[config.mk]
export PLATFORM = sky130hd
export DESIGN_NAME = hrlc_scale
export DESIGN_NICKNAME = d
export VERILOG_FILES = /design/src/hw/rtl/assert_macros.svh /design/src/hw/rtl/hrlc_pkg.sv /design/src/hw/rtl/hrlc_scale.sv
export SDC_FILE = /design/constraint.sdc
export NUM_CORES = 1
export LEC_CHECK = 0
export BUFFER_PORTS_ARGS = -buffer_cell sky130_fd_sc_hd__clkbuf_2
export CAP_MARGIN = 10
export CORE_MARGIN = 2
export CORE_UTILIZATION = 35
export CTS_BUF_LIST = sky130_fd_sc_hd__clkbuf_4
export CTS_CLUSTER_DIAMETER = 60
export CTS_CLUSTER_SIZE = 40
export DETAILED_ROUTE_END_ITERATION = 8
export PLACE_DENSITY = 0.55
export SKIP_CTS_REPAIR_TIMING = 1
export SLEW_MARGIN = 20
export SYNTH_ARGS = -nofsm -noshare
export SYNTH_HDL_FRONTEND = slang
export SYNTH_SLANG_ARGS = --single-unit
[constraint.sdc]
create_clock -name i_clk -period 9.5 [get_ports i_clk]
set_input_delay 0.95 -clock i_clk [delete_from_list [all_inputs] [get_ports i_clk]]
set_output_delay 0.95 -clock i_clk [all_outputs]
set_load 0.02 [all_outputs]
[src/hw/rtl/assert_macros.svh]
`ifndef ASSERT_MACROS_SVH
`define ASSERT_MACROS_SVH

// same-cycle implication, skipped while reset is low
`define ASSERT_SAME(lbl, clk, rst_n, ante, cons) \
    lbl: assert property (@(posedge clk) disable iff (!(rst_n)) (ante) |-> (cons)) \
        else $error("assertion failed");

// next-cycle implication, skipped while reset is low
`define ASSERT_NEXT(lbl, clk, rst_n, ante, cons) \
    lbl: assert property (@(posedge clk) disable iff (!(rst_n)) (ante) |=> (cons)) \
        else $error("assertion failed");

`endif

[src/hw/rtl/hrlc_pkg.sv]
package hrlc_pkg;

    localparam int NUM_LEDS   = 25;
    localparam int NUM_STG    = 8;
    localparam int ONE_FX     = 65536;
    localparam int HALF_FX    = 32768;
    localparam int THIRD_TURN = 65536;
    localparam int TURN3      = 196608;
    localparam int SEG_SIXTH  = 32768;
    localparam int SEG_HALF   = 98304;
    localparam int SEG_2THIRD = 131072;
    localparam int BRIGHT_RST = 255;

    typedef logic [NUM_STG:1] t_stage_vec;

    function automatic logic [7:0] flip_byte(input logic [7:0] v);
        logic [7:0] r;
        for (int i = 0; i < 8; i++) begin
            r[i] = v[7-i];
        end
        return r;
    endfunction

endpackage

[src/hw/rtl/hrlc_scale.sv]
module hrlc_scale import hrlc_pkg::*; (
    input  logic       i_clk,
    input  t_stage_vec i_en,
    input  logic [7:0] i_chan,
    input  logic [7:0] i_bright,
    input  logic       i_we,
    output logic [7:0] o_byte
);

    logic [15:0] n_sc;
    logic [15:0] r_s7_sc;
    logic [16:0] n_sum;
    logic [7:0]  n_byte;
    logic [7:0]  r_s8_byte;

    assign n_sc = i_chan * i_bright;

    always_ff @(posedge i_clk) begin
        if (i_en[7]) begin
            r_s7_sc <= n_sc;
        end
    end

    // floor(x / 255) for x = chan * bright, at most 255 * 255
    assign n_sum  = {1'b0, r_s7_sc} + {9'h000, r_s7_sc[15:8]} + 17'd1;
    assign n_byte = i_we ? flip_byte(n_sum[15:8]) : 8'h00;

    always_ff @(posedge i_clk) begin
        if (i_en[8]) begin
            r_s8_byte <= n_byte;
        end
    end

    assign o_byte = r_s8_byte;

endmodule

# == Yosys cells after proc, flatten, opt, wreduce, memory -nomap -nowiden ==
# Cells that the tools add are included.
# word_totals
reg_bits,24
input_bits,26
elab_cells,5
# classes
addsub,2
multipliers,1
# op_table
cell,n
16-bit by 1-bit adder with 16-bit output (second input constant),1
16-bit by 8-bit adder with 16-bit output,1
8-bit by 8-bit multiplier with 16-bit output,1

# == Logic depth before layout (Yosys ltp) ==
# depth
word_depth,2
mapped_depth,15

# == Worst setup path before layout ==
# OpenSTA, ideal clock, no wires.
# synth_path
kind,in2reg
startpoint,input i_chan[0]
endpoint,"register r_s7_sc[15], data pin"
t_arrival_ns,4.478
required_ns,9.326
setup_slack_ns,4.847
stages,14
cell_sequence,nand2_1 fa_1 fa_1 inv_1 fa_1 inv_1 fa_1 inv_1 ha_1 a21o_1 nand2_1 a311o_1 mux2i_1 a311oi_1
# synth_between
elab_chain_len,1
# synth_rtl
item,line,text
"start, declared",hrlc_scale.sv:4,"input logic [7:0] i_chan,"
8-bit by 8-bit multiplier with 16-bit output,hrlc_scale.sv:16,assign n_sc = i_chan * i_bright;
via n_sc[15],hrlc_scale.sv:10,logic [15:0] n_sc;
"end signal, assigned",hrlc_scale.sv:20,r_s7_sc <= n_sc;
"end, declared",hrlc_scale.sv:11,logic [15:0] r_s7_sc;
# The timed path passes the listed nets, and every way through them passes these cells.
# A chain may end at the register's enable or synchronous reset.

# == Worst setup path in the final report ==
# Same ends and word-level chain as after synthesis.

==> impl_metrics.json <==
{
  "cts_buffer_depth": 2,
  "seqPwrFrac_pct": 29.3,
  "final_common_cell": "inv_1",
  "wl_met3_um": 103,
  "synth.top_cells.by_area": "fa_1, edfxtp_1, ha_1",
  "synthArstFlopShare_pct": 0,
  "outcome": "finished clean",
  "clkTransAtPathRegs_ns": 0.11,
  "tritoncts": "yes",
  "max_freq_ghz": 0.206,
  "cpPeakStageDelay_ns": 0.54,
  "fill_cells": 897,
  "grt-ovfl-total": 0,
  "synth_top_area_share_pct": 22.6,
  "drv_slew": 0,
  "critPathCaptureType": "register",
  "dr.first_iter.drc_count": 102,
  "slew_headroom_pct": 74.2,
  "post-route-util_pct": 39.7,
  "crit_buf_inv": 4,
  "cpMaxStageDelayCell": "fa_1",
  "ys_seq_elements": 24,
  "arrival_ns": 4.95,
  "ant_nets": 0,
  "ys_warn_count": 0,
  "boundaryPins": 34,
  "top_layer": "met4",
  "synth_area_leader_cell": "fa_1",
  "power_leakage_nw": 1.68,
  "dr.pass1.iters": 4,
  "intPower_w": 0.000381,
  "row_count": 34,
  "met2_length_mm": 3.17,
  "switching_share_pct": 44.8,
  "crit_chain": "clkbuf_2 -> nand2_1 -> fa_1 -> fa_1 -> inv_1 -> fa_1 -> inv_1 -> fa_1 -> inv_1 -> ha_1 -> a21o_1 -> nand2_1 -> a311o_1 -> mux2i_1 -> a311oi_1",
  "synth_cell_type_count": 34,
  "h-tree-depth": 1,
  "coreArea_um2": 8760,
  "critPathKind": "input pin to register",
  "synth_edf_count": 24,
  "place.gp.congestion": 0.763,
  "syn_inst": 319,
  "syn-num-nets": 424,
  "worst_pin_slew_ns": 0.387,
  "start_util_pct": 36.4,
  "portBuffers": 27,
  "wirelength_mm": 5.99,
  "synth_area_um2": 3190,
  "fin_crit_ns": 4.85,
  "combPwrFrac_pct": 64.3,
  "reg2reg_depth": 6,
  "clock_sinks": 24,
  "fin_worst_skew_ns": 0.0156,
  "insertion_delay_ns": 0.32,
  "endpoint": "r_s7_sc[15]",
  "nets": 456,
  "antenna_found_initial": 0,
  "hold_viol_final": 0,
  "regToRegSetupSlack_ns": 7.46,
  "powerDensity_nw_per_um2": 198,
  "grt_use_total_pct": 13.6,
  "layout_common_cells": "inv_1, and2_1, ha_1",
  "hold_class": "register to register",
  "worstPathRequired_ns": 9.60,
  "path_depth": 15,
  "cpLargestDelayFamily": "adder cells",
  "layout-drive-gt1-share_pct": 10.6,
  "die_x_um": 99.4,
  "diodes": 0,
  "via_per_inst": 4.92,
  "p_clk_share_pct": 6.4,
  "avgSynthCellArea_um2": 9.99,
  "grt_pass1_wl_mm": 11.0,
  "cts_buffers": 3,
  "multi_input_area_um2": 2250,
  "worstReg2RegStart": "r_s7_sc[11]",
  "rsz0062_at_grt": "no",
  "tns_ns": 0,
  "wl_met1_mm": 2.70,
  "die_h_um": 99.4,
  "startpoint": "i_chan[0]",
  "peakVddDrop_v": 0.0000668,
  "ys_seq_area_share_pct": 22.6,
  "design.die.area_um2": 9890,
  "crit_path_start_kind": "input pin",
  "cts_root_buf": "clkbuf_4",
  "finalCritPeriodShare_pct": 51.1,
  "cp_max_fo": 8,
  "cpMostUsedCell": "fa_1",
  "rr_endpoint": "o_byte[0]",
  "max-cap-violations": 0,
  "drc": 0,
  "synth_flop_cell": "edfxtp_1",
  "vias": 2250,
  "net-switching-power_w": 0.000309,
  "syn_to_final_growth_pct": 9.18,
  "dp_hpwl_mm": 5.07,
  "setup_viol": 0,
  "grt_max_degree": 17,
  "grt_pass1_vias": 2498,
  "regArea_um2": 721,
  "wl_per_cell_um": 13.1
}
synth_stat cells, types with 3 or more instances:
master    count
a21boi_1      4
a21o_1        4
a21oi_1       7
a31oi_1       3
and2_1       51
edfxtp_1     24
fa_1         36
ha_1         43
inv_1        59
nand2_1      24
nor2_1        8
nor3_1        3
o21ai_0      10
or3_1         7
xnor2_1      10
xor2_1        3
worst min-delay path by stage:
stage | end | slack, ns | start | cells after the start
6_report | o_byte[1] | 0.72 | r_s7_sc[14] | 2
5_1_grt | o_byte[0] | 0.78 | r_s7_sc[15] | 2
4_1_cts | o_byte[1] | 0.73 | r_s7_sc[14] | 2
3_5_place_dp | o_byte[1] | 0.70 | r_s7_sc[14] | 2
3_3_place_gp | o_byte[1] | 0.70 | r_s7_sc[14] | 2
2_1_floorplan | o_byte[0] | 0.62 | r_s7_sc[15] | 2
logic make-up after synthesis:
| group | Yosys count | synth area share, % |
|---|---|---|
| and+or+nand+nor | 103 | 18.1 |
| DFF | 24 | 22.6 |
| muxes | 1 | 0.314 |
| adders and majority gates | 79 | 39.5 |
| xor gates and xnor gates | 13 | 3.57 |
| AOI/OAI and AO/OA | 40 | 8.95 |
| buffers and inverters | 59 | 6.95 |
registers in the layout (all words and copies together), names as in the netlist:
| signal | count |
|---|---|
| o_byte | 8 |
| r_s7_sc | 16 |
area by class of cell:
cell class / instances / share of cell area, %
Clock buffer: 3 / 0.647
Timing Repair Buffer: 27 / 3.88
Inverter: 59 / 6.36
Tap cell: 108 / 3.88
Sequential cell: 24 / 20.7
Multi-Input combinational cell: 236 / 64.5
routing by layer:
layer | GRT usage (%) | vias up
li1 | - | 1111
met1 | 16.3 | 1113
met2 | 26.6 | 21
met3 | 1.69 | 5
met4 | 1.37 | 0
met5 | 0 | -
worst min-delay path, delay by kind of cell, from the launching register on:
family | cells | cell delay [ns]
DFF | 1 | 0.40
AOI/OAI and AO/OA | 2 | 0.21
per-stage QoR:
step | area [µm²] | hold slack [ns] | power (W) | worst slack, ns | instances
2_1_floorplan | 3190 | 0.623 | 0.000548 | 4.85 | 319
5_1_grt | 3480 | 0.782 | 0.000776 | 4.45 | 457
6_report | 3480 | 0.717 | 0.000690 | 4.65 | 457
3_3_place_gp | 3460 | 0.702 | 0.000646 | 4.40 | 454
3_5_place_dp | 3460 | 0.700 | 0.000654 | 4.35 | 454
4_1_cts | 3480 | 0.728 | 0.000702 | 4.67 | 457
power by group through the flow:
stage	Combinational, W	Sequential (W)	Clock [W]
final	0.000444	0.000202	0.0000443
after global routing	0.000517	0.000207	0.0000522
after CTS	0.000453	0.000203	0.0000461
after detailed placement	0.000449	0.000205	0
after global placement	0.000441	0.000205	0
after floorplan	0.000343	0.000205	0
Power figures use the tool's default switching activity.
