[src/hw/rtl/assert_macros.svh]
`ifndef ASSERT_MACROS_SVH
`define ASSERT_MACROS_SVH

// same-cycle implication, skipped while reset is low
`define ASSERT_SAME(lbl, clk, rst_n, ante, cons) \
    lbl: assert property (@(posedge clk) disable iff (!(rst_n)) (ante) |-> (cons)) \
        else $error("assertion failed");

// next-cycle implication, skipped while reset is low
`define ASSERT_NEXT(lbl, clk, rst_n, ante, cons) \
    lbl: assert property (@(posedge clk) disable iff (!(rst_n)) (ante) |=> (cons)) \
        else $error("assertion failed");

`endif

[src/hw/rtl/hrlc_pkg.sv]
package hrlc_pkg;

    localparam int NUM_LEDS   = 25;
    localparam int NUM_STG    = 8;
    localparam int ONE_FX     = 65536;
    localparam int HALF_FX    = 32768;
    localparam int THIRD_TURN = 65536;
    localparam int TURN3      = 196608;
    localparam int SEG_SIXTH  = 32768;
    localparam int SEG_HALF   = 98304;
    localparam int SEG_2THIRD = 131072;
    localparam int BRIGHT_RST = 255;

    typedef logic [NUM_STG:1] t_stage_vec;

    function automatic logic [7:0] flip_byte(input logic [7:0] v);
        logic [7:0] r;
        for (int i = 0; i < 8; i++) begin
            r[i] = v[7-i];
        end
        return r;
    endfunction

endpackage

[src/hw/rtl/hrlc_chan.sv]
module hrlc_chan import hrlc_pkg::*; (
    input  logic        i_clk,
    input  t_stage_vec  i_en,
    input  logic [17:0] i_t,
    input  logic [32:0] i_p,
    input  logic [32:0] i_d,
    output logic [7:0]  o_chan
);

    logic [17:0] t_fall;
    logic [15:0] n_u;
    logic [15:0] r_s2_u, r_s3_u;
    logic [48:0] n_prod;
    logic [47:0] r_s4_prod;
    logic [32:0] r_s4_p;
    logic [47:0] n_c;
    logic [47:0] r_s5_c;
    logic [55:0] n_x;
    logic [7:0]  n_chan;
    logic [7:0]  r_s6_chan;

    // stage 2: segment weight
    assign t_fall = 18'(SEG_2THIRD) - i_t;

    always_comb begin
        if (i_t < 18'(SEG_SIXTH)) begin
            n_u = i_t[15:0];
        end else if (i_t < 18'(SEG_HALF)) begin
            n_u = 16'(SEG_SIXTH);
        end else if (i_t < 18'(SEG_2THIRD)) begin
            n_u = t_fall[15:0];
        end else begin
            n_u = '0;
        end
    end

    always_ff @(posedge i_clk) begin
        if (i_en[2]) begin
            r_s2_u <= n_u;
        end
        if (i_en[3]) begin
            r_s3_u <= r_s2_u;
        end
    end

    // stage 4: (q - p) * weight
    assign n_prod = i_d * r_s3_u;

    always_ff @(posedge i_clk) begin
        if (i_en[4]) begin
            r_s4_prod <= n_prod[47:0];
            r_s4_p    <= i_p;
        end
    end

    // stage 5: color value
    assign n_c = {r_s4_p, 15'h0000} + r_s4_prod;

    always_ff @(posedge i_clk) begin
        if (i_en[5]) begin
            r_s5_c <= n_c;
        end
    end

    // stage 6: scale to 0..255, round half up
    assign n_x    = {r_s5_c, 8'h00} - {8'h00, r_s5_c} + (56'd1 << 46);
    assign n_chan = n_x[55] ? 8'hFF : n_x[54:47];

    always_ff @(posedge i_clk) begin
        if (i_en[6]) begin
            r_s6_chan <= n_chan;
        end
    end

    assign o_chan = r_s6_chan;

endmodule

[config.mk]
export PLATFORM = sky130hd
export DESIGN_NAME = hrlc_chan
export DESIGN_NICKNAME = d
export VERILOG_FILES = /design/src/hw/rtl/assert_macros.svh /design/src/hw/rtl/hrlc_pkg.sv /design/src/hw/rtl/hrlc_chan.sv
export SDC_FILE = /design/constraint.sdc
export NUM_CORES = 2
export LEC_CHECK = 0
export BUFFER_PORTS_ARGS = -buffer_cell sky130_fd_sc_hd__buf_2
export CORE_MARGIN = 1.5
export CORE_UTILIZATION = 65
export DETAILED_ROUTE_END_ITERATION = 16
export PLACE_DENSITY = 0.85
export SLEW_MARGIN = 10
export SYNTH_ARGS = -nofsm -noshare
export SYNTH_HDL_FRONTEND = slang
export SYNTH_SLANG_ARGS = --single-unit
[constraint.sdc]
create_clock -name i_clk -period 13.4 [get_ports i_clk]
set_input_delay 0.67 -clock i_clk [delete_from_list [all_inputs] [get_ports i_clk]]
set_output_delay 0.67 -clock i_clk [all_outputs]
set_load 0.005 [all_outputs]
# Yosys cells after proc, flatten, opt, wreduce, memory -nomap -nowiden
# Cells that the tools add are included.
dict set report totals {
  register_bits 169
  word_cells 17
  inputBits 93
}
dict set report classes {
  add_sub_neg 4
  muxes 3
  magnitude_cmp 3
  n_mul 1
}
# cell count
set op_table {}
lappend op_table {{$add 56x47->56 const B} 1}
lappend op_table {{$sub 56x48->56} 1}
lappend op_table {{$add 48x48->48} 1}
lappend op_table {{$mul 33x16->48} 1}
lappend op_table {{$mux 16} 3}
lappend op_table {{$lt 18x16->1 const B} 1}
lappend op_table {{$lt 18x17->1 const B} 1}
lappend op_table {{$lt 18x18->1 const B} 1}
lappend op_table {{$sub 1x16->16 const A} 1}

# Longest topological paths before layout
dict set report logic_depth {
  depth_word 4
  depth_mapped 25
  ltp_nobuf 24
}

# Worst setup path before layout
# OpenSTA, ideal clock, no wires.
dict set report synth_timing {
  path_kind {in2reg}
  from {input port i_d[10]}
  to {register r_s4_prod[44] (data pin)}
  slack_ns 6.754
  t_arrival_ns 6.384
  setup_ns 0.262
  path_stages 22
  required_time_ns 13.138
  path_cell_list {clkbuf_1 nand2_1 fa_1 fa_1 fa_1 fa_1 inv_1 fa_1 inv_1 fa_1 inv_1 ha_1 a21o_1 a31o_2 a221oi_1 a211oi_1 nor2_1 o221ai_1 a221o_1 a21oi_1 o21ai_1 xor2_1}
}
dict set report synth_via {
  elab_chain_len 1
}
# item line
set synth_rtl {}
lappend synth_rtl {{from (decl)} hrlc_chan.sv:6} ;# input logic [32:0] i_d,
lappend synth_rtl {{$mul 33x16->48} hrlc_chan.sv:47} ;# assign n_prod = i_d * r_s3_u;
lappend synth_rtl {{net n_prod[44]} hrlc_chan.sv:13} ;# logic [48:0] n_prod;
lappend synth_rtl {{to (signal assigned)} hrlc_chan.sv:51} ;# r_s4_prod <= n_prod[47:0];
lappend synth_rtl {{to (decl)} hrlc_chan.sv:14} ;# logic [47:0] r_s4_prod;
# The timed path passes the listed nets, and every way through them passes these cells.
# A chain may end at the register's enable or synchronous reset.

# Final worst setup path
dict set report layout_timing {
  from {register r_s3_u[14]}
  to {register r_s4_prod[44] (data pin)}
}
dict set report layout_via {
  elab_chain_len 1
}
# item line
set layout_rtl {}
lappend layout_rtl {{from (decl)} hrlc_chan.sv:12} ;# logic [15:0] r_s2_u, r_s3_u;
lappend layout_rtl {{from (signal assigned)} hrlc_chan.sv:42} ;# r_s3_u <= r_s2_u;
lappend layout_rtl {{$mul 33x16->48} hrlc_chan.sv:47}
lappend layout_rtl {{net n_prod[44]} hrlc_chan.sv:13}
# The timed path passes the listed nets, and every way through them passes these cells.

==> results.sh <==
export IMPL_routed_wl_um=59900
export IMPL_grt_use_total=0.313
export IMPL_final_cells=3237
export IMPL_outcome="completed"
export IMPL_clockRootBuffer="clkbuf_16"
export IMPL_synth_area_um2=25900
export IMPL_drv_cap=0
export IMPL_first_iter_violations=1534
export IMPL_crit_chain="nand2_1 -> fa_1 -> fa_1 -> inv_1 -> fa_1 -> fa_1 -> fa_1 -> inv_1 -> fa_1 -> inv_1 -> ha_1 -> nand2_1 -> nor2_1 -> a221oi_1 -> a211oi_1 -> nor2_1 -> o221ai_1 -> a221o_1 -> a21oi_1 -> o21ai_1 -> xor2_1"
export IMPL_final_cell_mix="inv_1 (516), fa_1 (432), nand2_1 (365), ha_1 (236), and2_1 (233)"
export IMPL_cts_buffer_depth=2
export IMPL_nets=3467
export IMPL_avgSynthCellArea_um2=9.66
export IMPL_place_ws_ps=5950
export IMPL_antenna_found_initial=0
export IMPL_synth_edf_count=169
export IMPL_holdPathEnd="r_s4_p[27]"
export IMPL_end_kind="flip-flop"
export IMPL_placed_cells=3205
export IMPL_holdBufCountCts=0
export IMPL_synth_top_family_by_area="adder cells"
export IMPL_gp_congestion=0.914
export IMPL_rrSetupSlack_ps=5870
export IMPL_finalHoldViolCount=0
export IMPL_grt_max_degree=82
export IMPL_worstPathRequired_ps=13590
export IMPL_cp_arrival_ps=7720
export IMPL_cts_made_buffers=17
export IMPL_period_needed_ps=7530
export IMPL_io_buffers=97
export IMPL_ys_seq_elements=169
export IMPL_initial_utilization=0.664
export IMPL_yosysUniqueCellTypes=66
export IMPL_dieArea_um2=41000
export IMPL_critPathSlowestCell="edfxtp_1"
export IMPL_muxShareOfSynthArea=0.000773
export IMPL_ios=101
export IMPL_ys_seq_area_frac=0.196
export IMPL_cts_setup_buffers=0
export IMPL_hpwl_um=46200
export IMPL_cts_resized=0
export IMPL_clk_pin_slew_ps=70
export IMPL_fin_ws_ps=5870
export IMPL_wl_per_cell_um=18.5
export IMPL_worstReg2RegEnd="r_s4_prod[44]"
export IMPL_worstRegToRegCells=21
export IMPL_grt_pass1_wl_um=101000
export IMPL_hold_ws_ps=386
export IMPL_drive_gt1_frac=0.0596
export IMPL_cts_sinks=169
export IMPL_cp_max_fo=33
export IMPL_synthAdderAreaFrac=0.448
export IMPL_yosysWarnings=0
export IMPL_dr_pass1_iters=9
export IMPL_vias_per_cell=5.85
export IMPL_antenna_cells=0
export IMPL_ant_nets=0
export IMPL_synthCells=2682
export IMPL_worstSetupPathType="flip-flop to flip-flop"
export IMPL_crit_top_cell="fa_1"
export IMPL_slew_headroom=0.164
export IMPL_synthXorXnorAreaFrac=0.0291
export IMPL_hp_start="i_p[27]"
export IMPL_area_growth_pct=5.37
export IMPL_r2r_start="r_s3_u[14]"
export IMPL_worst_slew_pin_slew_ps=1250
export IMPL_hold_depth=1
export IMPL_route_detailed_drc=0
export IMPL_hp_class="input pin to flip-flop"
export IMPL_vias=18900
export IMPL_cp_start_kind="flip-flop"
export IMPL_die_width_um=203
export IMPL_setup_tns_ps=0
export IMPL_grt_pass1_vias=21100
export IMPL_fin_skew_ps=14.2
export IMPL_fmax_ghz=0.133
export IMPL_final_common_cell="inv_1"
export IMPL_synthArstFlopShare=0
export IMPL_synthFlopType="edfxtp_1"
export IMPL_cts_htree_levels=4
export IMPL_max_stage_delay_ps=1180
export IMPL_rsz0062_at_grt="false"
export IMPL_die_height_um=203
export IMPL_clk_latency_ps=450
export IMPL_min_period_over_period=0.562
export IMPL_rows=72
export IMPL_core_um2=39000
export IMPL_synth_simple_area_share=0.151
export IMPL_drv_slew=0
export IMPL_synth_compound_area_frac=0.0851
export IMPL_synth_nets=3443
export IMPL_cts_tree="built"
export IMPL_setup_viol=0
export IMPL_grt_overflow_total=0
==> registers in the layout, summed over array words and instances (netlist names) <==
name / flops
o_chan: 8
r_s2_u: 16
r_s3_u: 16
r_s4_p: 33
r_s5_c: 48
r_s4_prod: 48
==> synth_stat cells (3+ instances only) <==
master	instances	area share
or2_2	4	0.00097
a221o_1	4	0.0015
nand2b_1	16	0.0039
o211ai_1	5	0.0014
clkbuf_1	105	0.015
xnor2_1	48	0.016
a31o_2	5	0.0017
nor3_1	22	0.0043
o21ai_1	8	0.0015
fa_1	432	0.33
nor2b_1	20	0.0048
edfxtp_1	169	0.20
nor4_1	5	0.0012
o21a_1	6	0.0017
a31oi_1	13	0.0031
nand2_1	365	0.053
nand3_1	18	0.0035
nand3b_1	3	0.00087
o21bai_1	17	0.0049
a211oi_1	10	0.0029
and3_1	13	0.0031
nand4_1	15	0.0036
o21ai_0	77	0.015
o31ai_1	5	0.0014
a21o_1	64	0.019
xor2_1	38	0.013
inv_1	516	0.075
a221oi_1	3	0.0010
nor2_1	59	0.0086
or3_1	9	0.0022
a21oi_1	90	0.017
and4_1	4	0.0014
ha_1	236	0.11
and2_1	233	0.056
==> per-layer routing <==
layer	part of all wire	track usage
met1	0.39	0.394
met2	0.48	0.520
met3	0.10	0.0819
met4	0.029	0.123
met5	0	0
==> worst max-delay path by stage <==
| stage | to | depth (start not counted) | start |
|---|---|---|---|
| final | r_s4_prod[44] | 21 | r_s3_u[14] |
| after global routing | r_s4_prod[44] | 21 | r_s3_u[14] |
| after CTS | r_s4_prod[44] | 21 | r_s3_u[14] |
| after detailed placement | r_s4_prod[44] | 22 | i_d[10] |
| after global placement | r_s4_prod[44] | 22 | i_d[10] |
| after floorplan | r_s4_prod[44] | 22 | i_d[10] |
==> cell families after synthesis <==
kind of cell | after synthesis
simple gates | 795
flops | 169
compound gates | 340
fa+ha+maj | 668
buf+inv | 622
xor+xnor | 86
mux | 2
==> critical path: cells and delay by family (launching register included) <==
kind	cells	cell delay (ps)
flops	1	1180
simple gates	4	680
compound gates	6	1580
xor+xnor	1	140
buf+inv	3	190
fa+ha+maj	7	3490
==> cell type report <==
cell class,instances,area (um^2)
fill,2820,11700
clock buffer,20,437
sequential,169,5070
tap,518,648
inverter,516,1940
timing repair buffer,111,593
clock inverter,12,106
multi-input combinational,1891,18500
==> metrics by stage <==
stage | util | area (um^2)
global placement | 0.685 | 26700
global route | 0.699 | 27300
floorplan | - | 25900
CTS | 0.699 | 27300
finish | 0.699 | 27300
detailed placement | 0.685 | 26700
Power is left out: the tool's default activity adds up to more than one toggle a clock period on the data nets, which glitch-free logic cannot reach.
