File: src/hw/rtl/assert_macros.svh
`ifndef ASSERT_MACROS_SVH
`define ASSERT_MACROS_SVH

// same-cycle implication, skipped while reset is low
`define ASSERT_SAME(lbl, clk, rst_n, ante, cons) \
    lbl: assert property (@(posedge clk) disable iff (!(rst_n)) (ante) |-> (cons)) \
        else $error("assertion failed");

// next-cycle implication, skipped while reset is low
`define ASSERT_NEXT(lbl, clk, rst_n, ante, cons) \
    lbl: assert property (@(posedge clk) disable iff (!(rst_n)) (ante) |=> (cons)) \
        else $error("assertion failed");

`endif

File: src/hw/rtl/hrlc_pkg.sv
package hrlc_pkg;

    localparam int NUM_LEDS   = 25;
    localparam int NUM_STG    = 8;
    localparam int ONE_FX     = 65536;
    localparam int HALF_FX    = 32768;
    localparam int THIRD_TURN = 65536;
    localparam int TURN3      = 196608;
    localparam int SEG_SIXTH  = 32768;
    localparam int SEG_HALF   = 98304;
    localparam int SEG_2THIRD = 131072;
    localparam int BRIGHT_RST = 255;

    typedef logic [NUM_STG:1] t_stage_vec;

    function automatic logic [7:0] flip_byte(input logic [7:0] v);
        logic [7:0] r;
        for (int i = 0; i < 8; i++) begin
            r[i] = v[7-i];
        end
        return r;
    endfunction

endpackage

File: src/hw/rtl/hrlc_front.sv
module hrlc_front import hrlc_pkg::*; (
    input  logic        i_clk,
    input  t_stage_vec  i_en,
    input  logic [15:0] i_hue,
    input  logic [16:0] i_saturation,
    input  logic [16:0] i_lightness,
    output logic [17:0] o_t_red,
    output logic [17:0] o_t_green,
    output logic [17:0] o_t_blue,
    output logic [32:0] o_p,
    output logic [32:0] o_d
);

    logic [16:0] n_s1_sat, n_s1_light;
    logic [33:0] n_ls;
    logic [17:0] h3, t_red_raw, n_t_red, n_t_blue;
    logic [16:0] r_s1_sat, r_s1_light;
    logic [32:0] r_s1_ls;
    logic [17:0] r_s1_t_red, r_s1_t_green, r_s1_t_blue;

    logic [33:0] q_lo, q_hi;
    logic [32:0] n_q;
    logic [32:0] r_s2_q;
    logic [16:0] r_s2_light;

    logic [33:0] p_full, d_full;
    logic [32:0] r_s3_p, r_s3_d;

    // stage 1: clamp, product l*s, hue offsets
    assign n_s1_sat   = (i_saturation > 17'(ONE_FX)) ? 17'(ONE_FX) : i_saturation;
    assign n_s1_light = (i_lightness > 17'(ONE_FX)) ? 17'(ONE_FX) : i_lightness;
    assign n_ls       = n_s1_sat * n_s1_light;
    assign h3         = {1'b0, i_hue, 1'b0} + {2'b00, i_hue};
    assign t_red_raw  = h3 + 18'(THIRD_TURN);
    assign n_t_red    = (t_red_raw > 18'(TURN3)) ? t_red_raw - 18'(TURN3) : t_red_raw;
    assign n_t_blue   = (h3 < 18'(THIRD_TURN)) ? h3 + 18'(2 * THIRD_TURN)
                                               : h3 - 18'(THIRD_TURN);

    always_ff @(posedge i_clk) begin
        if (i_en[1]) begin
            r_s1_sat     <= n_s1_sat;
            r_s1_light   <= n_s1_light;
            r_s1_ls      <= n_ls[32:0];
            r_s1_t_red   <= n_t_red;
            r_s1_t_green <= h3;
            r_s1_t_blue  <= n_t_blue;
        end
    end

    // stage 2: q
    assign q_lo = {1'b0, r_s1_light, 16'h0000} + {1'b0, r_s1_ls};
    assign q_hi = {1'b0, r_s1_light, 16'h0000} + {1'b0, r_s1_sat, 16'h0000}
                - {1'b0, r_s1_ls};
    assign n_q  = (r_s1_light < 17'(HALF_FX)) ? q_lo[32:0] : q_hi[32:0];

    always_ff @(posedge i_clk) begin
        if (i_en[2]) begin
            r_s2_q     <= n_q;
            r_s2_light <= r_s1_light;
        end
    end

    // stage 3: p = 2l - q, d = q - p
    assign p_full = {r_s2_light, 17'h00000} - {1'b0, r_s2_q};
    assign d_full = {r_s2_q, 1'b0} - {r_s2_light, 17'h00000};

    always_ff @(posedge i_clk) begin
        if (i_en[3]) begin
            r_s3_p <= p_full[32:0];
            r_s3_d <= d_full[32:0];
        end
    end

    assign o_t_red   = r_s1_t_red;
    assign o_t_green = r_s1_t_green;
    assign o_t_blue  = r_s1_t_blue;
    assign o_p       = r_s3_p;
    assign o_d       = r_s3_d;

endmodule

File: config.mk
export PLATFORM = sky130hd
export DESIGN_NAME = hrlc_front
export DESIGN_NICKNAME = d
export VERILOG_FILES = /design/src/hw/rtl/assert_macros.svh /design/src/hw/rtl/hrlc_pkg.sv /design/src/hw/rtl/hrlc_front.sv
export SDC_FILE = /design/constraint.sdc
export NUM_CORES = 1
export LEC_CHECK = 0
export BUFFER_PORTS_ARGS = -buffer_cell sky130_fd_sc_hd__clkbuf_2
export CAP_MARGIN = 40
export CORE_AREA = 4 4 278 225
export DETAILED_ROUTE_END_ITERATION = 12
export DIE_AREA = 0 0 282 229
export PLACE_DENSITY = 0.48
export REMOVE_ABC_BUFFERS = 1
export SLEW_MARGIN = 20
export SYNTH_ARGS = -nofsm -noshare
export SYNTH_HDL_FRONTEND = slang
export SYNTH_SLANG_ARGS = --single-unit
File: constraint.sdc
create_clock -name i_clk -period 11.4 [get_ports i_clk]
set_clock_uncertainty 0.05 [all_clocks]
set_input_delay 1.71 -clock i_clk [delete_from_list [all_inputs] [get_ports i_clk]]
set_output_delay 1.71 -clock i_clk [all_outputs]
set_load 0.02 [all_outputs]
# Word level (Yosys, flattened, before mapping)
# Index checks and enable logic that the tools add are counted.
[totals]
romBits = 0
register_bits = 236
output_inout_bits = 120
mem_count = 0
mem_bits_rw = 0
latch_bits = 0
word_cells = 31
[classes]
n_div = 0
n_mul = 1
n_bitwise = 0
magnitude_cmp = 5
add_sub_neg = 10
mux = 5
n_shift = 0
n_eq_ne = 0
reduce_logical = 0
[op_table]
columns = ["operator", "n"]
rows = [
  ["$sub 33x33->33", 3],
  ["$add 33x33->33", 2],
  ["$mux 18", 2],
  ["$gt 17x17->1 const B", 2],
  ["$mux 17", 2],
  ["$mul 17x17->33", 1],
  ["$mux 33", 1],
  ["$add 17x16->18", 1],
  ["$add 18x17->18 const B", 1],
  ["$add 18x18->18 const B", 1],
  ["$gt 18x18->1 const B", 1],
  ["$lt 18x17->1 const B", 1],
  ["$sub 18x17->18 const B", 1],
  ["$sub 18x18->18 const B", 1],
  ["$lt 17x16->1 const B", 1],
]

# Longest topological paths before layout
# Gate-level depths: netlist of run 1.
[logic_depth]
depth_word = 4
depth_mapped = 29
ltp_nobuf = 27

# Least setup slack after synthesis of run 1
# Ideal clock, no wire load.
[synth_timing]
path_type = "input port to flip-flop"
startpoint = "in i_saturation[9]"
endpoint = "reg r_s1_ls[29] (data pin)"
path_stages = 27
setup_time_ps = 258
required_time_ps = 11092
t_arrival_ps = 8258
setup_slack_ps = 2833
cell_sequence = "nor4_1 nand4_1 nand2_1 clkbuf_1 nand2_1 inv_1 clkbuf_1 nand2_1 fa_1 fa_1 fa_1 fa_1 inv_1 fa_1 inv_1 fa_1 inv_1 ha_1 a21o_1 a21o_1 a21o_1 a21oi_1 a31oi_1 and4_1 a221o_1 a21oi_1 xnor2_1"
[synth_between]
elab_chain_len = 3
[synth_rtl]
columns = ["item", "line_no", "source"]
rows = [
  ["from (decl)", "hrlc_front.sv:5", "input logic [16:0] i_saturation,"],
  ["$gt 17x17->1", "hrlc_front.sv:30", "assign n_s1_sat = (i_saturation > 17'(ONE_FX)) ? 17'(ONE_FX) : i_saturation;"],
  ["$mux 17", "hrlc_front.sv:30", ""],
  ["via n_s1_sat[10]", "hrlc_front.sv:14", "logic [16:0] n_s1_sat, n_s1_light;"],
  ["$mul 17x17->33", "hrlc_front.sv:32", "assign n_ls = n_s1_sat * n_s1_light;"],
  ["via n_ls[29]", "hrlc_front.sv:15", "logic [33:0] n_ls;"],
  ["to (signal assigned)", "hrlc_front.sv:43", "r_s1_ls <= n_ls[32:0];"],
  ["to (decl)", "hrlc_front.sv:18", "logic [32:0] r_s1_ls;"],
]
# The timed path passes the listed nets, and every way through them passes these cells.
# A chain may end at the register's enable or synchronous reset.

# Worst setup path after layout of run 1
[layout_timing]
startpoint = "in i_lightness[14]"
endpoint = "reg r_s1_ls[31] (data pin)"
[layout_between]
elab_chain_len = 3
[layout_rtl]
columns = ["item", "line_no", "source"]
rows = [
  ["from (decl)", "hrlc_front.sv:6", "input logic [16:0] i_lightness,"],
  ["$gt 17x17->1", "hrlc_front.sv:31", "assign n_s1_light = (i_lightness > 17'(ONE_FX)) ? 17'(ONE_FX) : i_lightness;"],
  ["$mux 17 (*)", "hrlc_front.sv:31", ""],
  ["$mul 17x17->33 (*)", "hrlc_front.sv:32", ""],
  ["via n_ls[31]", "hrlc_front.sv:15", ""],
]
# Mark *: on every way through the listed nets, which the timed path passes. The rest lies on a longest branch.

==> results of run 1 <==
==> worst max-delay path, stage by stage <==
cell	delay, ns
sky130_fd_sc_hd__clkbuf_2	0.10
sky130_fd_sc_hd__nor4_1	0.37
sky130_fd_sc_hd__nand4_1	0.14
sky130_fd_sc_hd__nand2_1	0.51
sky130_fd_sc_hd__nand2_1	0.46
sky130_fd_sc_hd__inv_1	0.53
sky130_fd_sc_hd__nand2_1	0.16
sky130_fd_sc_hd__fa_1	0.54
sky130_fd_sc_hd__fa_1	0.59
sky130_fd_sc_hd__fa_1	0.45
sky130_fd_sc_hd__fa_1	0.55
sky130_fd_sc_hd__inv_1	0.05
sky130_fd_sc_hd__fa_1	0.48
sky130_fd_sc_hd__inv_1	0.05
sky130_fd_sc_hd__fa_1	0.49
sky130_fd_sc_hd__inv_1	0.07
sky130_fd_sc_hd__ha_1	0.39
sky130_fd_sc_hd__nand4_1	0.14
sky130_fd_sc_hd__or4b_1	0.55
sky130_fd_sc_hd__a31oi_1	0.57
sky130_fd_sc_hd__a41oi_1	0.33
sky130_fd_sc_hd__o211ai_1	0.24
sky130_fd_sc_hd__o21ai_0	0.13
sky130_fd_sc_hd__xnor2_1	0.14
==> kinds of logic (layout without fill, tap and decap cells) <==
family          Yosys count  after routing
flops                   202            202
other cells               1              1
xor+xnor                125            125
fa+ha+maj               429            429
mux                       2              2
simple gates            587            587
buf+inv                 519            674
compound gates          261            261
==> power groups by stage <==
| stage | registers (mW) | logic (mW) | clock network [mW] |
|---|---|---|---|
| 6_report | 1.23 | 2.04 | 0.732 |
| 5_1_grt | 1.25 | 2.32 | 0.789 |
| 4_1_cts | 1.23 | 2.05 | 0.761 |
| 3_5_place_dp | 1.25 | 2.04 | 0 |
| 3_3_place_gp | 1.24 | 2.01 | 0 |
| 2_1_floorplan | 1.34 | 1.37 | 0 |
==> worst paths after layout <==
path	depth (start not counted)	end	slack, ns	start
worst max-delay path	24	r_s1_ls[31]$_DFFE_PP_	1.87	i_lightness[14]
worst min-delay path	0	r_s2_q[0]$_DFFE_PP_	0.45	r_s1_ls[0]$_DFFE_PP_
worst max register to register	13	r_s2_q[31]$_DFFE_PP_	7.68	r_s1_light[1]$_DFFE_PP_
worst min register to register	0	r_s2_q[0]$_DFFE_PP_	0.45	r_s1_ls[0]$_DFFE_PP_
==> flip-flops by register name (all words and copies together), names as in the netlist <==
signal and cells:
o_t_green 2, o_p 33, o_t_red 18, r_s2_light 16, r_s2_q 33, o_d 31
r_s1_ls 33, r_s1_sat 17, o_t_blue 2, r_s1_light 17
==> cell type report <==
cell class,instances,area (µm²),share of cell area
clock buffer,30,644.4,0.02794
clock inverter,10,101.3,0.004394
inverter,450,1689,0.07323
multi-input combinational,1405,12640,0.5479
sequential,202,6066,0.2630
tap,779,974.7,0.04226
timing repair buffer,184,953.4,0.04133
==> metal layers <==
metal  GRT usage  vias up
met5           0        -
met2      0.2388      406
met1      0.2620     7148
li1            -     7078
met3     0.02668       59
met4     0.03481        0
==> synthesized netlist by cell type, drive strengths merged, types with 3 or more instances <==
| cell type | instances | area [µm²] |
|---|---|---|
| inv | 437 | 1640 |
| fa | 242 | 4845 |
| nand2 | 240 | 900.9 |
| edfxtp | 202 | 6066 |
| ha | 187 | 2340 |
| nor2 | 177 | 666.9 |
| a21oi | 87 | 435.4 |
| xnor2 | 82 | 718.2 |
| o21ai | 54 | 270.3 |
| xor2 | 43 | 376.6 |
| buf | 37 | 270.3 |
| a21o | 33 | 255.2 |
| clkbuf | 32 | 120.1 |
| nor3 | 28 | 140.1 |
| and3 | 24 | 156.4 |
| nand3 | 20 | 105.1 |
| nor4 | 17 | 118.9 |
| o21a | 16 | 121.4 |
| nand2b | 15 | 93.84 |
| nor2b | 15 | 101.3 |
| clkinv | 13 | 48.80 |
| nand4 | 11 | 68.82 |
| o21bai | 9 | 67.56 |
| a211oi | 8 | 60.06 |
| and2 | 8 | 51.30 |
| or3 | 7 | 43.79 |
| a31oi | 6 | 37.54 |
| o311ai | 6 | 52.55 |
| o211ai | 5 | 37.54 |
| o31a | 5 | 43.79 |
| o31ai | 5 | 42.54 |
| or2 | 5 | 33.79 |
| or4 | 5 | 41.29 |
| a21boi | 4 | 30.03 |
| nor3b | 4 | 30.03 |
| a2111oi | 3 | 38.79 |
| o41ai | 3 | 26.28 |
==> per-stage QoR <==
step                        util  setup slack (ns)  std cells  power [mW]  hold WS [ns]
after floorplan                -             2.964       2057       2.718        0.3764
after global placement    0.3748             1.524       3020       3.250        0.4496
after detailed placement  0.3748             1.453       3020       3.287        0.4468
after CTS                 0.3873             2.000       3060       4.045        0.4582
after global routing      0.3873             1.492       3060       4.360        0.4594
final                     0.3873             1.872       3060       3.994        0.4503
==> run summary, run 1 <==
For this design, the CTS-stage hold fixing added 0 buffers. The run gives 0.2919 as the sequential cell area fraction in the yosys report. TritonCTS built the clock tree.

The layout-stage area growth over the synthesis result came out at 10.99%. The total I/O pin count is 179, and the area share of fa/ha/maj cells after synthesis is 0.3457. The number of gates resized after CTS was 0. Summed over all nets, the switching power comes to 1.607 mW. Summed over all layers, the routed wires come to 53370 µm. The die is 282 µm wide. The antenna violation net count after detailed routing is 0, and the biggest fanout along the worst timing path is 23.

The number of library cell types mapped by synthesis was 78; the number of buffers inserted by port buffering was 172. Level count of the clock H-tree: 1. After synthesis, the largest family of logic cells by area is adder cells. After detailed routing, the wire length on met1 is 27070 µm. STA puts the critical path data required time at 11.62 ns. The post-synthesis compound-gate area fraction is 0.08085, and the core region area is 59560 µm².

The run gives 0 as the number of endpoints with negative hold slack in the final report. The xor/xnor share of the synthesized area is 0.05268, and the cell area after technology mapping is 20780 µm². The type of destination of the critical path is a flip-flop.

The top routing layer in use was met4. The logs give 21930 µm for the amount of wire on met2 after detailed routing and 80 for the number of placement rows. The filler cells instantiated in the layout total 5958. The tools report the relative slew slack as 0.4650. The clock transition time at the flip-flop clock pins of the worst setup and hold paths was 0.05 ns; the average routed wire per standard cell was 17.44 µm. The count of clock tree sinks was 202; the switching part of the total was 0.4024. The worst hold path class is reg -> reg. The final number of max-transition violations was 0. The number of nets at the end of the flow was 2755; the number of antenna violations at the first check in global routing was 0. Fraction of layout instances using a drive strength above 1: 0.1061. The classification of the worst setup path is in -> reg. For this block, the initial DRC count from the detailed router was 808. In this run, synthesis inferred 202 flip-flops with an integrated enable. The routed layout has 14690 vias. TritonCTS created 24 clock buffers. The tools report the overall track demand over capacity in global routing as 0.1661. Once detailed placement completed, the half-perimeter wirelength came to 43340 µm. The tools report the fraction of power consumed by sequential logic as 0.307. The clock root buffer master is sky130_fd_sc_hd__clkbuf_16. The detailed-routing iteration count for the pre-antenna-repair pass is 5, and the sum of negative setup slack is 0 ns. The multiplexer area fraction after synthesis was 0.0009633. In the synthesized netlist the dominant register cell turns out to be sky130_fd_sc_hd__edfxtp_1.

The run gives 3395 µm as the met3 wire length. The worst setup path is launched from an input pin. The via density per instance was 4.801. Setup repair after global routing left no endpoint under its margin. Once layout is done, the placed cells without fillers occupy 23070 µm². The run finished with clean final reports.

The total overflow left after global routing is 0. The effective utilization at floorplan came out at 0.3489. The setup violation total in the final timing report was 0; the total DRC errors in the routed layout was 0. For the final weighted congestion in routability-driven placement, the log shows 0.8726. The fraction of registers with async set or reset after synthesis works out to 0. The library cell used most frequently in the layout, excluding fill and tap cells, is sky130_fd_sc_hd__inv_1.

For this run, the number of Yosys warnings is 0. The tools report the clock group share of total power as 0.183. 0 antenna diodes ended up in the layout. Data arrives at the worst endpoint at 9.75 ns. Static timing analysis puts the maximum clock frequency at 104.9 MHz. The leakage power of the design was 10.89 nW; the via count of the first global-routing pass was 14860. The run gives 2.387 mW as the internal power summed over all cells. The first global-routing pass estimated 84810 µm of wire. The combinational share of power was 0.510. The basic-gate share of the synthesized area counting and, or, nand and nor cells is 0.1277, and the area of placed instances is 22320 µm². The area enclosed by the die boundary came out at 64580 µm².

The library cells used most frequently in the layout, excluding fill and tap cells, are 437 x sky130_fd_sc_hd__inv_1, 242 x sky130_fd_sc_hd__fa_1, 240 x sky130_fd_sc_hd__nand2_1, 202 x sky130_fd_sc_hd__edfxtp_1, 187 x sky130_fd_sc_hd__ha_1. After synthesis the netlist holds a flip-flop and latch count of 202. Clock latency on the worst-skew pair, taken at its later pin, is 0.52 ns.

Subtracting the final worst setup slack from the clock period gives 9.528 ns. The part of the cycle the worst path needs works out to 0.8358. Synthesis produced 2126 cells. The tools report the number of max-capacitance violations reported as 0.

The longest clock path from root to sink contains 3 buffers. The average cell area after synthesis came out at 9.775 µm². The floorplan step set the die height to 229 µm. The run gives 67 as the pin count of the biggest net entering global routing.

For the pin with the worst max-slew slack, the measured transition is 0.8025 ns. For the peak supply drop, the log shows 0.00009830 V. The tools report the total setup buffers inserted after CTS as 0.

The power density relative to cell area was 173.2 nW/µm².
(Power assumes the default switching activity.)
==> run 2: changes to the inputs <==
Settings changed: PLACE_DENSITY 0.48 to 0.5.
Clock period 11.4 ns to 8.26 ns, I/O delays scaled along.
==> run 2 against run 1 <==
  * Worst hold slack got worse by 0.027 ns
  * Count of clock-buffer cells in the layout fell by 5
  * Via count increased by 1.7%
  * Non-clock buffer count up 95
  * Total power up 40%
  * Die area unchanged
  * Combinational power increased by 41%
  * Global-route usage grew 0.17 points
  * Critical endpoint unchanged
  * Largest power group unchanged
==> run summary, run 2 (synthesized netlist as in run 1, its figures left out) <==
The top cell types in the final layout, fill and taps aside, are 437 x sky130_fd_sc_hd__inv_1, 242 x sky130_fd_sc_hd__fa_1, 240 x sky130_fd_sc_hd__nand2_1, 202 x sky130_fd_sc_hd__edfxtp_1, 187 x sky130_fd_sc_hd__ha_1. The actual slew at the worst max-slew pin works out to 0.7998 ns (-0.002678 ns). The peak supply drop is 0.0001357 V (+38%), and the final critical delay including setup and external delays is 7.880 ns.

The total DRC errors in the routed layout was 0 (unchanged); the biggest fanout along the worst timing path was 7 (-70%). The number of max-capacitance violations reported is 0 (unchanged), and the total wire length is 53700 µm (+0.61%). The worst setup path is launched from an input pin. Fraction of the core area covered by cells at the end of the flow: 0.4002 (+0.01292). The fraction of layout instances using a drive strength above 1 is 0.1446 (+0.03850). The antenna violation net count after detailed routing was 0 (unchanged); the number of nets at the end of the flow was 2850 (+3.4%). Remaining global-route overflow: 0 (unchanged). The run gives 0.52 ns (about the same) as the clock latency on the worst-skew pair. Setup repair after global routing left no endpoint under its margin.

The tools report the area enclosed by the die boundary as 64580 µm² (unchanged). STA classifies the critical path endpoint as a flip-flop. Clock root buffer master: sky130_fd_sc_hd__clkbuf_16.

The number of cells on the worst hold path is 0 (unchanged), and the core region area is 59560 µm² (unchanged). The endpoint identified for the worst register-to-register timing path is r_s2_q[31]$_DFFE_PP_. The flow ran to the end, and the final reports show no timing, DRC or antenna violations. The die extent in y came out at 229 µm (unchanged).

The tools report the overall track demand over capacity in global routing as 0.1678 (+0.001690). Leaving out fill and tap cells, the most frequent cell in the layout is sky130_fd_sc_hd__inv_1. The tools report the level count of the clock H-tree as 1 (unchanged).

The placement-stage worst setup slack was -0.2215 ns (-1.675 ns). The sum of negative setup slack was 0 ns (unchanged); the clock transition time at the flip-flop clock pins of the worst setup and hold paths was 0.06 ns (about the same). The DRC marker count from the first detailed-route iteration is 966 (+20%), and the pin count of the biggest net entering global routing is 68 (+1.5%). The cell that appears most often on the critical path is sky130_fd_sc_hd__fa_1. The tools report the number of placement rows as 80 (unchanged).

For the number of buffers created by CTS, the log shows 24 (unchanged). Power density relative to cell area: 234.2 nW/µm² (+35%). The worst setup path is of the in -> reg kind.

The post-route non-filler standard cell count came out at 3158 (+3.2%). The tools report the final number of max-transition violations as 0 (unchanged). The width of the die was 282 µm (unchanged). The final weighted congestion in routability-driven placement came out at 0.9194 (+5.4%).

The run gives 11.37 nW (+4.4%) as the leakage power of the design. The slowest library cell on the worst path is sky130_fd_sc_hd__or4b_1. The arrival time reported for the critical path endpoint is 8.08 ns (-1.67 ns), and the worst-case reg-to-reg path depth is 13 (unchanged). The run gives 3 (unchanged) as the number of buffers between clock root and the deepest sink. The number of placed instances with taps included is 3114 (+3.1%), and the count of vias placed by the detailed router is 14940 (+1.7%). The detailed-routing iteration count for the pre-antenna-repair pass came out at 6 (+1). The logs give 8.46 ns (-3.16 ns) for the data required time of the worst path and 15430 (+3.9%) for the via count of the first global-routing pass. The total design power was 5.583 mW (+40%); the count of clock tree sinks was 202 (unchanged). The hold-fix buffer count after cts is 0 (unchanged), and the via density per instance is 4.731 (-1.5%). Effective utilization at floorplan: 0.3489 (unchanged). The total I/O pin count was 179 (unchanged). In this design, the largest share of critical-path delay is due to adder cells. Compared with the post-synthesis result, the final layout area differs by 14.69%. The startpoint identified for the worst hold timing path is r_s1_ls[0]$_DFFE_PP_. The number of buffers inserted by port buffering came out at 172 (unchanged). The worst setup margin is 0.3798 ns (-1.492 ns), and the setup violation total in the final timing report is 0 (unchanged).

The run gives 0 (unchanged) as the number of endpoints with negative hold slack in the final report. TritonCTS built the clock tree. Highest cell delay on the worst timing path: 0.56 ns (-0.03 ns). In this run the worst hold path is classified as reg -> reg. For hold timing, the worst endpoint is r_s2_q[0]$_DFFE_PP_.

The average routed wire per standard cell is 17.00 µm (-2.5%), and the sum of buffers and inverters on the critical path is 7 (+2). The first-pass GRT wire length came out at 85880 µm (+1.3%). The part of the cycle the worst path needs was 0.9540; the register-to-register setup slack was 4.57 ns (-3.11 ns). Number of antenna violations at the first check in global routing: 0 (unchanged). The count of inserted antenna diode cells was 0 (unchanged).

The sum of net half-perimeters after detailed placement came out at 44760 µm (+3.3%). The tools report the critical register-to-register path startpoint as r_s1_light[1]$_DFFE_PP_. For this run, the top clock speed supported by timing is 126.9 MHz.

The run gives 0.4668 (+0.001786) as the relative slew slack.
## run 2: cell count changes in the layout (fill, tap and decap cells not counted), sizes merged
cell | before | now
clkinvlp | 0 | 3
clkinv | 20 | 24
inv | 438 | 439
clkbuf | 201 | 196
buf | 13 | 108
## run 2: final cells by class
class | count | area, µm²
fillers | 5911 | 35720
multi-input cells | 1405 | 12640
flip-flops and latches | 202 | 6066
inverters | 450 | 1689
repair buffers | 279 | 1687
well taps | 779 | 974.7
clock buffers | 25 | 625.6
clock inverters | 18 | 153.9
## run 2: how the worst max path moves through the flow
stage,from,end,slack [ns],cells past startpoint
final,i_lightness[15],r_s1_ls[31]$_DFFE_PP_,0.38,26
after global routing,i_lightness[15],r_s1_ls[32]$_DFFE_PP_,0.003,28
after CTS,i_lightness[15],r_s1_ls[32]$_DFFE_PP_,0.33,28
after detailed placement,i_lightness[15],r_s1_ls[32]$_DFFE_PP_,-0.22,28
after global placement,i_lightness[15],r_s1_ls[32]$_DFFE_PP_,-0.13,28
after floorplan,i_lightness[1],r_s1_ls[29]$_DFFE_PP_,0.30,25
## run 2: per-stage QoR
step                      hold WS, ns  area [µm²]
final                          0.4232       23840
after CTS                      0.4425       23810
after global placement         0.3941       23030
after floorplan                0.3764       20390
after global routing           0.4665       23840
after detailed placement       0.4272       23030
## run 2: power by group
group / internal (mW) / total (mW) / switching (mW)
Sequential: 1.54 / 1.69 / 0.152
Clock: 0.613 / 1.03 / 0.416
Combinational: 1.20 / 2.87 / 1.67
## run 2: repair_timing
item                                    4_1_cts  5_1_grt
gates resized for setup                       0        1
setup buffers                                 0        0
endpoints found under the setup margin        0        1
## run 2: routing by layer
metal  vias to the layer above  track usage  routed length, µm
li1                       7280            -                  -
met1                      7200       0.2570              27020
met2                       394       0.2417              21550
met3                        65      0.03941               4152
met4                         0      0.03339                974
met5                         -            0                  0
